==> src/rtl/mstk_pkg.sv <==
// Shared types and constants for the spanning tree block.
`timescale 1ns / 1ps
package mstk_pkg;
  localparam int MAX_VERTICES = 64;
  localparam int MAX_EDGES    = 256;
  localparam int WEIGHT_BITS  = 16;
  localparam int VW = $clog2(MAX_VERTICES);   // vertex id bits
  localparam int CFGW = VW + 1;               // vertex count bits
  localparam int EW = $clog2(MAX_EDGES);      // edge address bits
  localparam int CW = EW + 1;                 // edge count bits
  localparam int KW = WEIGHT_BITS + EW;       // sort key bits

  typedef struct packed {
    logic [VW-1:0]                 src;
    logic [VW-1:0]                 dest;
    logic signed [WEIGHT_BITS-1:0] weight;
  } edge_t;

  typedef struct packed {
    logic store;
    logic init;
    logic scan;
    logic look;
    logic cmp;
    logic merge;
    logic emit;
  } cmd_t;

  typedef struct packed {
    logic init_done;
    logic scan_done;
    logic found;
    logic take;
    logic merge_done;
    logic emit_done;
  } sts_t;
endpackage

==> src/rtl/mstk_ctrl.sv <==
// Phase sequencer for load, label init, sort scan, union and emit.
`timescale 1ns / 1ps
module mstk_ctrl (
  input  logic           clk,
  input  logic           rst,
  input  logic           start,
  input  logic           last_edge,
  input  mstk_pkg::sts_t sts,
  output mstk_pkg::cmd_t cmd,
  output logic           busy
);
  typedef enum logic [6:0] {
    S_LOAD  = 7'b0000001,
    S_INIT  = 7'b0000010,
    S_SCAN  = 7'b0000100,
    S_LOOK  = 7'b0001000,
    S_CMP   = 7'b0010000,
    S_MERGE = 7'b0100000,
    S_EMIT  = 7'b1000000
  } state_t;

  state_t state, state_next;

  always_ff @(posedge clk) begin
    if (rst) state <= S_LOAD;
    else     state <= state_next;
  end

  always_comb begin
    state_next = state;
    unique case (state)
      S_LOAD:  if (start && last_edge) state_next = S_INIT;
      S_INIT:  if (sts.init_done) state_next = S_SCAN;
      S_SCAN:  if (sts.scan_done) state_next = sts.found ? S_LOOK : S_EMIT;
      S_LOOK:  state_next = S_CMP;
      S_CMP:   state_next = sts.take ? S_MERGE : S_SCAN;
      S_MERGE: if (sts.merge_done) state_next = S_SCAN;
      S_EMIT:  if (sts.emit_done) state_next = S_LOAD;
      default: state_next = S_LOAD;
    endcase
  end

  assign busy      = (state != S_LOAD);
  assign cmd.store = (state == S_LOAD) && start;
  assign cmd.init  = (state == S_INIT);
  assign cmd.scan  = (state == S_SCAN);
  assign cmd.look  = (state == S_LOOK);
  assign cmd.cmp   = (state == S_CMP);
  assign cmd.merge = (state == S_MERGE);
  assign cmd.emit  = (state == S_EMIT);
endmodule

==> config.mk <==
export PLATFORM = sky130hd
export DESIGN_NAME = mstk_ctrl
export DESIGN_NICKNAME = d
export VERILOG_FILES = /design/src/rtl/mstk_pkg.sv /design/src/rtl/mstk_ctrl.sv
export SDC_FILE = /design/constraint.sdc
export NUM_CORES = 1
export LEC_CHECK = 0
export BUFFER_PORTS_ARGS = -buffer_cell sky130_fd_sc_hd__clkbuf_2
export CORE_UTILIZATION = 25
export CTS_CLUSTER_SIZE = 30
export DETAILED_ROUTE_END_ITERATION = 12
export SKIP_CTS_REPAIR_TIMING = 1
export SLEW_MARGIN = 20
export SYNTH_ARGS = -nofsm -noshare
export SYNTH_HDL_FRONTEND = slang
export SYNTH_SLANG_ARGS = --single-unit
==> constraint.sdc <==
create_clock -name clk -period 1.35 [get_ports clk]
set_input_delay 0.135 -clock clk [delete_from_list [all_inputs] [get_ports clk]]
set_output_delay 0.135 -clock clk [all_outputs]
set_load 0.01 [all_outputs]
==> summary.md <==
| Metric | Value |
|---|---|
| Multi-input gate area | `449 um2` |
| GRT overflow | `0` |
| Min Tclk post-route | `1470 ps` |
| Final setup violation count | `9` |
| Die W | `47.7 um` |
| Vias/cell | `4.81` |
| Hold_ws | `147 ps` |
| GRT Util Overall | `12.5%` |
| Tightest Pin Transition | `237 ps` |
| I/O Pins | `18` |
| Initial Util | `26.7%` |
| Cell row count | `16` |
| Fin Setup TNS | `-781 ps` |
| Layout Cell Area excl Fill | `950 um2` |
| VDD IR max | `0.437 mV` |
| Max FO, Critical Path | `6` |
| Critical path class | `reg -> out` |
| Final core utilization | `48.4%` |
| Worst r2r path cells | `5` |
| Htree depth | `1` |
| Die Area | `2280 um2` |
| Worst-path clk slew | `60 ps` |
| Critical path launch point type | `register` |
| Die height | `47.7 um` |
| Register area share after synthesis | `26.8%` |
| Syn Nets | `75` |
| DR WL/cell | `11.9 um` |
| Synth Area per Inst | `8.05 um2` |
| FF/Latch Area | `159 um2` |
| Failing checks | `negative setup slack` |
| Reg with most FFs | `state` |
| Lkg Pwr | `0.432 nW` |
| Combinational share of power | `26.6%` |
| Crit path DAT | `1340 ps` |
| CP Data Required Time | `1220 ps` |
| Hold EP | `state[3]` |
| Beginning of the worst hold path | `rst` |
| Switching pwr | `0.156 mW` |
| Largest net degree at the start of global routing | `8` |
| Fmax | `678 MHz` |
| Worst skew pair latency | `250 ps` |
| Cells after Synth | `65` |
| PwrDens | `584 nW/um2` |
| Max reg flops | `7` |
| Yosys warns | `0` |
| Internal cell power | `0.398 mW` |
| Root Buffer Master | `clkbuf_4` |
| Input/output buffers | `17` |
| Unrepaired setup endpoints after global routing | `yes` |
| RePlAce Congestion | `0.783` |
| CTS tree | `done` |
| Crit share post-route | `109%` |
| Max cap viols | `0` |
| First-pass DRT Iterations | `4` |
| Flop pwr share | `39.4%` |
| Fraction of layout instances using a drive strength above 1 | `62.7%` |
| Sw Ratio | `28.2%` |
| FF+latch count, synth | `7` |
| Crit. End Element | `output port` |
| Launch point of the worst path | `state[0]` |
| # DRC | `0` |
| R2r endpoint | `state[6]` |
| Final Max Tran Viols | `0` |
| Core area | `1960 um2` |
| Worst Hold Depth | `2` |
| Num CTS Buffers | `3` |
| Filler Cells Inserted | `197` |
| Vias in the first global route | `467` |
| Clock share of power | `34.0%` |
| Antenna Nets Post-Route | `0` |
| First DRT Iteration DRCs | `8` |
| Flop2flop setup slack | `-40 ps` |
| Post-DP Area | `707 um2` |
| Vias | `620` |
| Mapped cell area | `523 um2` |
| Final WL | `1530 um` |
| Hold crit path type | `in -> reg` |
| N_diodes | `0` |
| Nets | `113` |
| Netlist cell types | `31` |
| Dpl hpwl | `1130 um` |
| Setup WS post-layout | `-124 ps` |
| Final Hold Viols | `0` |
| Status | `finished with violations` |
| Leading registers by flop count | `state (7)` |
| Worst slew margin | `84.0%` |
| Syn-to-layout area delta | `81.6%` |
| Clock sinks | `7` |
| Worst R2R Start | `state[4]` |
| Initial antenna violation count | `0` |
| Maximum clock path buffer count | `2` |
| Layout Skew | `8.81 ps` |
| First-pass GRT wire length | `2010 um` |
| Pwr Total | `0.554 mW` |
## power by group through the flow
stage                     clock (mW)  sequential (mW)  combinational [mW]
final                          0.188            0.218               0.148
after global routing           0.210            0.219               0.162
after CTS                      0.194            0.219               0.109
after detailed placement           0            0.223               0.108
after global placement             0            0.223               0.107
after floorplan                    0            0.220              0.0620
## kinds of logic after synthesis
logic type | Yosys count | share of synthesized area [%]
xor gates and xnor gates | 1 | 1.67
DFF | 7 | 26.8
AOI/OAI and AO/OA | 13 | 17.5
and+or+nand+nor | 38 | 48.6
buffers and inverters | 6 | 5.50
## cells in the mapped netlist
master,count,share of area [%]
nor4b_2,2,5.7
o21ai_1,1,0.96
nand4_1,1,1.2
o211ai_1,1,1.4
nand3_1,3,2.9
dfxtp_1,7,27
o311a_1,1,1.9
nor2_2,1,1.2
buf_2,2,1.9
nor2b_1,1,1.2
nor3_4,1,3.1
nor3b_1,4,5.7
nand2b_1,2,2.4
nand4b_2,1,2.9
nor2_1,9,6.5
o21ai_0,4,3.8
inv_1,3,2.2
nor4b_1,3,5.0
a2bb2oi_1,1,1.7
nand2_1,4,2.9
xor2_1,1,1.7
o311ai_0,1,1.7
o2111a_1,1,2.2
o32a_1,1,1.9
or2b_1,1,1.4
and3_1,2,2.4
a21oi_1,2,1.9
nand3b_1,1,1.4
buf_4,1,1.4
and2b_1,1,1.4
nor4_1,1,1.2
## layout make-up
type,instances,share of cell area [%]
Clock buffer,4,2.77
Tap cell,27,3.56
Timing Repair Buffer,36,28.5
Inverter,3,1.19
Multi-Input combinational cell,52,47.3
Sequential cell,7,16.7
## cells in the final DEF (no fill, tap or decap), types with 4 or more instances in the layout
master,n
clkbuf_2,10
buf_2,4
buf_4,15
buf_6,6
nor2_1,6
nand2_1,4
dfxtp_4,4
## critical path, stage by stage (launching register included)
cell	delay, ps
dfxtp_4	370
nor4_2	270
buf_4	160
and3_1	160
buf_2	130
## routing by layer
| metal | GRT usage (%) | vias to the layer above | part of all wire, % |
|---|---|---|---|
| li1 | - | 316 | - |
| met1 | 17.1 | 289 | 43 |
| met2 | 20.3 | 13 | 53 |
| met3 | 2.26 | 2 | 2.9 |
| met4 | 3.33 | 0 | 1.2 |
| met5 | 0 | - | 0 |
## metrics by stage
step | worst slack, ps | cells
6_report | -124 | 129
5_1_grt | -231 | 129
4_1_cts | -245 | 121
3_5_place_dp | 18.5 | 117
3_3_place_gp | 44.9 | 117
2_1_floorplan | 130 | 65
## how the worst max path moves through the flow
stage,end,slack (ps)
floorplan,cmd[0],130
global placement,state[0],40
detailed placement,cmd[0],20
CTS,cmd[0],-240
global route,cmd[0],-230
finish,cmd[1],-120
Note: power is estimated with default switching activity, not from simulation.
